--- src/rtl/spd_pkg.sv ---
// ----------------------------------------------------------------------------
// spd_pkg
// Shared types and constants for the set pair disjointness core.
// ----------------------------------------------------------------------------
package spd_pkg;

    // Fixed field widths of the input beat
    localparam int unsigned SET_W  = 10;
    localparam int unsigned POS_W  = 5;
    localparam int unsigned LINE_W = 16;

    // Item kinds
    localparam logic KIND_WRITE = 1'b0;
    localparam logic KIND_QUERY = 1'b1;

    typedef enum logic [2:0] {
        S_IDLE,
        S_IDX1,
        S_IDX2,
        S_IDX3,
        S_WRITE,
        S_READ,
        S_DRAIN,
        S_RESULT
    } t_state;

    // Controller -> datapath
    typedef struct packed {
        logic capture;    // latch input beat
        logic ptr_load;   // load set base pointers, clear compare state
        logic wr_en;      // write one element
        logic rd_en;      // read one element of each set, advance pointers
        logic ld_result;  // load output register
    } t_cmd;

    // Datapath -> controller
    typedef struct packed {
        logic is_query;
        logic pos_ok;
    } t_status;

endpackage

--- src/rtl/spd_ctrl.sv ---
// ----------------------------------------------------------------------------
// spd_ctrl
// Sequencer: index math, element write, set scan, result handoff.
// ----------------------------------------------------------------------------
module spd_ctrl #(
    parameter int unsigned SET_SLOTS = 17
) (
    input  logic             i_clk,
    input  logic             i_rst_n,
    input  logic             i_in_valid,
    output logic             o_in_ready,
    output logic             o_out_valid,
    input  logic             i_out_ready,
    input  spd_pkg::t_status i_status,
    output spd_pkg::t_cmd    o_cmd
);

    localparam int unsigned CNT_W = (SET_SLOTS > 1) ? $clog2(SET_SLOTS) : 1;

    spd_pkg::t_state r_state, n_state;
    logic [CNT_W-1:0] r_cnt, n_cnt;
    logic             r_out_valid, n_out_valid;
    logic             last_rd;
    logic             res_go;

    assign last_rd = (32'(r_cnt) == SET_SLOTS - 1);
    assign res_go  = (r_state == spd_pkg::S_RESULT) && (!r_out_valid || i_out_ready);

    // Next state
    always_comb begin
        n_state = r_state;
        unique case (r_state)
            spd_pkg::S_IDLE:   if (i_in_valid) n_state = spd_pkg::S_IDX1;
            spd_pkg::S_IDX1:   n_state = spd_pkg::S_IDX2;
            spd_pkg::S_IDX2:   n_state = spd_pkg::S_IDX3;
            spd_pkg::S_IDX3:   n_state = i_status.is_query ? spd_pkg::S_READ
                                                           : spd_pkg::S_WRITE;
            spd_pkg::S_WRITE:  n_state = spd_pkg::S_IDLE;
            spd_pkg::S_READ:   if (last_rd) n_state = spd_pkg::S_DRAIN;
            spd_pkg::S_DRAIN:  n_state = spd_pkg::S_RESULT;
            spd_pkg::S_RESULT: if (res_go) n_state = spd_pkg::S_IDLE;
            default:           n_state = spd_pkg::S_IDLE;
        endcase
    end

    // Outputs
    always_comb begin
        o_in_ready      = (r_state == spd_pkg::S_IDLE);
        o_cmd           = '0;
        o_cmd.capture   = (r_state == spd_pkg::S_IDLE) && i_in_valid;
        o_cmd.ptr_load  = (r_state == spd_pkg::S_IDX3);
        o_cmd.wr_en     = (r_state == spd_pkg::S_WRITE) && i_status.pos_ok;
        o_cmd.rd_en     = (r_state == spd_pkg::S_READ);
        o_cmd.ld_result = res_go;
    end

    always_comb begin
        n_cnt = r_cnt;
        if (r_state == spd_pkg::S_IDX3) begin
            n_cnt = '0;
        end else if (r_state == spd_pkg::S_READ) begin
            n_cnt = r_cnt + CNT_W'(1);
        end
        n_out_valid = r_out_valid;
        if (res_go) begin
            n_out_valid = 1'b1;
        end else if (i_out_ready) begin
            n_out_valid = 1'b0;
        end
    end

    always_ff @(posedge i_clk) begin
        if (!i_rst_n) begin
            r_state     <= spd_pkg::S_IDLE;
            r_cnt       <= '0;
            r_out_valid <= 1'b0;
        end else begin
            r_state     <= n_state;
            r_cnt       <= n_cnt;
            r_out_valid <= n_out_valid;
        end
    end

    assign o_out_valid = r_out_valid;

endmodule

--- config.mk ---
export PLATFORM = sky130hd
export DESIGN_NAME = spd_ctrl
export DESIGN_NICKNAME = d
export VERILOG_FILES = /design/src/rtl/spd_pkg.sv /design/src/rtl/spd_ctrl.sv
export SDC_FILE = /design/constraint.sdc
export NUM_CORES = 1
export LEC_CHECK = 0
export BUFFER_PORTS_ARGS = -buffer_cell sky130_fd_sc_hd__buf_4
export CORE_UTILIZATION = 39
export CTS_CLUSTER_SIZE = 40
export DETAILED_ROUTE_END_ITERATION = 10
export PLACE_DENSITY = 0.71
export SYNTH_ARGS = -nofsm -noshare
export SYNTH_HDL_FRONTEND = slang
export SYNTH_SLANG_ARGS = --single-unit
--- constraint.sdc ---
create_clock -name i_clk -period 1.5 [get_ports i_clk]
set_clock_uncertainty 0.1 [all_clocks]
set_input_delay 0.075 -clock i_clk [delete_from_list [all_inputs] [get_ports i_clk]]
set_output_delay 0.075 -clock i_clk [all_outputs]
set_load 0.01 [all_outputs]
After elaboration in Yosys (flattened, before gate mapping)
Cells that the tools add are included.
{"block": "word_totals", "register_bits": 9, "input_bits": 6, "elab_cells": 32}
{"block": "op_classes", "n_addsub": 1, "n_eq_ne": 11, "n_mux": 7, "bitwise": 1, "reduce_logical": 9}
{"operator": "$pmux W3 S8", "count": 1}
{"operator": "$eq A3 B3 Y1 const B", "count": 4}
{"operator": "$mux W3", "count": 3}
{"operator": "$eq A3 B2 Y1 const B", "count": 2}
{"operator": "$add A5 B1 Y5 const B", "count": 1}
{"operator": "$eq A5 B5 Y1 const B", "count": 1}
{"operator": "$ne A2 B2 Y1 const B", "count": 2}
{"operator": "$eq A3 B1 Y1 const B", "count": 1}
{"operator": "$logic_and A1 B1 Y1", "count": 3}
{"operator": "$logic_not A3 Y1", "count": 1}
{"operator": "$mux W1", "count": 3}
{"operator": "$reduce_and A3 Y1", "count": 1}
{"operator": "$ne A2 B1 Y1 const B", "count": 1}
{"operator": "$reduce_bool A2 Y1", "count": 1}
{"operator": "$reduce_or A2 Y1", "count": 1}
{"operator": "$logic_not A1 Y1", "count": 1}
{"operator": "$logic_or A1 B1 Y1", "count": 1}
{"operator": "$not A1 Y1", "count": 1}

Depth between registers and ports, before layout
{"block": "depth", "word_depth": 5, "depth_mapped": 7, "depth_no_buf": 7}

Worst setup path after synthesis
No wires, ideal clock.
{"block": "synth_timing", "path_kind": "register to register", "startpoint": "reg r_state[0]", "endpoint": "reg r_state[0]", "setup_ns": 0.116, "arrival_ns": 1.260, "required_ns": 1.284, "path_slack_ns": 0.023, "path_stages_with_launch": 6, "n_path_buf": 0, "synth_period_minus_slack_ns": 1.477, "path_cell_list": "dfxtp_1 inv_1 ha_1 or3b_1 o221a_4 o211a_1"}
{"block": "synth_via", "elab_chain_len": 4, "word_cells_on_any_way": 14, "classes_between": "eq/ne (10); mux (1); reduce/logical (3)"}
{"element": "start, declared", "line_no": "spd_ctrl.sv:20", "rtl": "spd_pkg::t_state r_state, n_state;"}
{"element": "start signal, assigned", "line_no": "spd_ctrl.sv:74", "rtl": "r_state <= spd_pkg::S_IDLE;"}
{"element": "start signal, assigned", "line_no": "spd_ctrl.sv:78", "rtl": "r_state <= n_state;"}
{"element": "$eq A3 B3 Y1", "line_no": "spd_ctrl.sv:27, spd_ctrl.sv:32"}
{"element": "$logic_and A1 B1 Y1", "line_no": "spd_ctrl.sv:27", "rtl": "assign res_go = (r_state == spd_pkg::S_RESULT) && (!r_out_valid || i_out_ready);"}
{"element": "$ne A2 B2 Y1 (no line)"}
{"element": "$reduce_and A3 Y1 (no line)"}
Parallel ways exist; a longest one is shown, timed or not.
A chain may end at the register's enable or synchronous reset.

Final worst setup path
Ends and elaborated chain as after synthesis.

==> impl_results.md <==
* Worst-path cell chain: inv_2 > ha_4 > or3b_4 > o221a_4 > o211a_1
* Terminus of the critical flop-to-flop path: r_state[0]
* Via/cell ratio at between 4 and 5
* Hold endpoint: o_out_valid
* Register area at 184 um^2
* Number of flops mapped to enable cells by yosys at 0
* Top-area cell type share of the netlist area at between 30% and 40%
* GPL Wtd Cong at 0.776
* Vias at 492
* Max Clock Freq at ~660 MHz
* Critical Path RT at about 1.6 ns
* Hold path cells at 3
* Row count at 13
* Worst-margin pin slew at around 0.21 ns
* Root Buffer: clkbuf_4
* Die Wd at 39.2 um
* # fillers at 117
* Final core utilization at 60.1%
* Count leader, synth: dfxtp_1
* Power per cell area at ~1600 nW/um^2
* Crit. End Element: flip-flop
* Stages on worst setup path at 5
* Seq pwr share at between 20% and 30%
* YS warnings at 0
* Post-route ant nets at 0
* Area contributors post-synth: dfxtp_1 33%, ha_1 14%, nor2_1 5.6%
* Synthesis-stage register bit count at 9
* Hold path start: i_out_ready
* Hpwl dp at 806 um
* Final hold violation count at 0
* Largest delay share family, worst path: simple AND/OR/NAND/NOR gates
* H-tree Lvls at 1
* Top FF cell, synth: dfxtp_1
* Total clock buffers created by CTS at 3
* Pin count of the biggest net entering global routing at 10
* Part of the Yosys area used for sequential elements at 33.4%
* Layout cell share with drive strength beyond 1 at about 48%
* Placed Area at 686 um^2
* Die area at 1540 um^2
* Syn Nets at 74
* Syn Std Cell Area at 539 um^2
* CORE AREA at 1300 um^2
* Outcome: complete, but fails checks
* Initial Util at between 40% and 50%
* Final setup violation count at 1
* Clk sink count at 9
* Largest area contributor in the netlist: dfxtp_1
* Post-route minimum period at between 1.5 and 2 ns
* Post-route clock period utilization at 100%
* Final Max Slew Viols at 0
* Clk Latency, worst-skew pair at 0.27 ns
* Remaining DRCs at 0
* Sw Pwr at 464 uW
* Pre-antenna DRT Iters at 4
* Total track usage at 16.8%
* Nets at 99
* Detailed Route Iter0 Violations at 17
* Setup ws final at -0.00623 ns
* Syn-to-layout area delta at 45.0%
* # IOs at 13
* Yosys cell types at 24
* Worst-path clk slew at roughly 0.070 ns
* Slew Limit Headroom at between 80% and 90%
* Internal at 802 uW
* Lkg Pwr at 0.361 nW
* Chip Height at just under 40 um
* Vias in the first global route at 398
* Reg2Reg Depth at 5
* RSZ-0062 raised after global routing: true
* Failing checks: setup timing
* Maximum VDD drop at ~0.0008 V
* Congestion Overflow GR at 0
* Critical path buffer and inverter count at 1
* Critical path data arrival time at 1.57 ns
* Antenna violations before repair at 0
* CTS max path bufs at 2
* Max Cap Violations at 0
* Power share of the clock group at between 10% and 20%
* First-pass GRT wire length at about 1700 um
* R2R Setup Slk at -0.006 ns
* Most frequent cells after synthesis: 9 x dfxtp_1, 8 x nor2_1, 7 x nand2_1, 6 x ha_1, 6 x inv_1
* Worst flop-to-flop path startpoint: r_state[0]
* Multi-input logic area at between 300 and 400 um^2
* Gate Count Post-Synth at 62
* WS Path Type: flip-flop to flip-flop
* Worst Hold Class: input pin to flip-flop
* Port Buffers at 12
* Combinational Power Share at 57.0%
* Slowest CP cell: or3b_4
* CTS tree: done
* Ant. Diodes at 0
* CP Launch Type: flip-flop
* Avg Synthesized Cell Area at 8.70 um^2
* Sw frac at 36.7%
* Crit Path Max Fanout at 4
* Finished Cell Area at 782 um^2
* Ys async rst share at 0%
* Total Wirelength at 1120 um
* Wire per inst at 11.1 um
* Crit path largest cell delay at 0.39 ns
## cells in the final DEF (no fill, tap or decap), types with 2 or more instances in the layout
cell type,instances
buf_4,19
nor2_1,8
dfxtp_1,6
nand2_1,5
a21oi_1,4
inv_1,3
inv_2,3
xor2_1,3
ha_1,3
clkbuf_4,3
dfxtp_2,3
nand2_2,2
and2b_2,2
nand4_1,2
ha_4,2
## tightest hold or removal path: cells and delay by family
kind	cells	cell delay [ns]
AND/OR/NAND/NOR	1	0.13
AO/OA/AOI/OAI	1	0.08
buffers and inverters	1	0.07
## area by class of cell
type | instances | area share (%)
clock buffer | 4 | 3.36
sequential | 9 | 23.5
timing repair buffer | 21 | 21.0
tap | 15 | 2.40
multi-input combinational | 46 | 46.9
inverter | 6 | 2.88
## power by group through the flow
stage	sequential, mW	clock (mW)	combinational [mW]
global route	0.353	0.217	0.785
floorplan	0.332	0	0.362
CTS	0.334	0.203	0.657
global placement	0.331	0	0.570
detailed placement	0.333	0	0.576
finish	0.344	0.200	0.722
## registers in the layout, indices dropped and copies added (netlist names)
name / count
r_cnt: 5
r_state: 3
o_out_valid: 1
## how the worst max path moves through the flow
stage | from | end | slack [ns]
final | r_state[0] | r_state[0] | -0.006
after CTS | r_state[0] | o_cmd[3] | 0.02
after global routing | r_state[0] | r_state[1] | -0.04
after floorplan | r_state[0] | r_state[0] | 0.02
after global placement | r_state[0] | r_state[0] | 0.03
after detailed placement | r_state[0] | r_state[0] | -0.002
## cell families (layout without fill, tap and decap cells)
| logic type | Yosys count | count (layout) | synth area share, % |
|---|---|---|---|
| AOI/OAI and AO/OA | 8 | 8 | 11.6 |
| and+or+nand+nor | 27 | 27 | 27.1 |
| DFF | 9 | 9 | 33.4 |
| xor gates and xnor gates | 4 | 4 | 6.50 |
| adders and majority gates | 6 | 6 | 13.9 |
| buffers and inverters | 7 | 31 | 5.57 |
| muxes | 1 | 1 | 1.86 |
## metal layers
metal / up-vias / global-route usage [%] / routed length, um
met4: 0 / 10.3 / 17
met5: - / 0 / 0
met2: 16 / 25.0 / 500
met3: 2 / 3.47 / 52
li1: 250 / - / -
met1: 224 / 21.6 / 552
## stage by stage
stage,worst slack (ns),power (mW),std cells,hold WS (ns),setup TNS [ns]
2_1_floorplan,0.0234,0.694,62,0.0911,0
3_3_place_gp,0.0268,0.901,94,0.237,0
3_5_place_dp,-0.00217,0.909,94,0.238,-0.00217
4_1_cts,0.0183,1.19,100,0.0413,0
5_1_grt,-0.0421,1.36,101,0.0549,-0.111
6_report,-0.00623,1.27,101,0.0429,-0.00623
## timing repair
action                                  in CTS  in global routing
hold buffers                                 1                  0
resized for setup                           10                  6
endpoints found under the hold margin        3                  0
pin swaps                                    1                  1
setup buffers                                2                  1
endpoints found under the setup margin       6                  6
gates cloned                                 0                  0
Power figures use the tool's default switching activity.
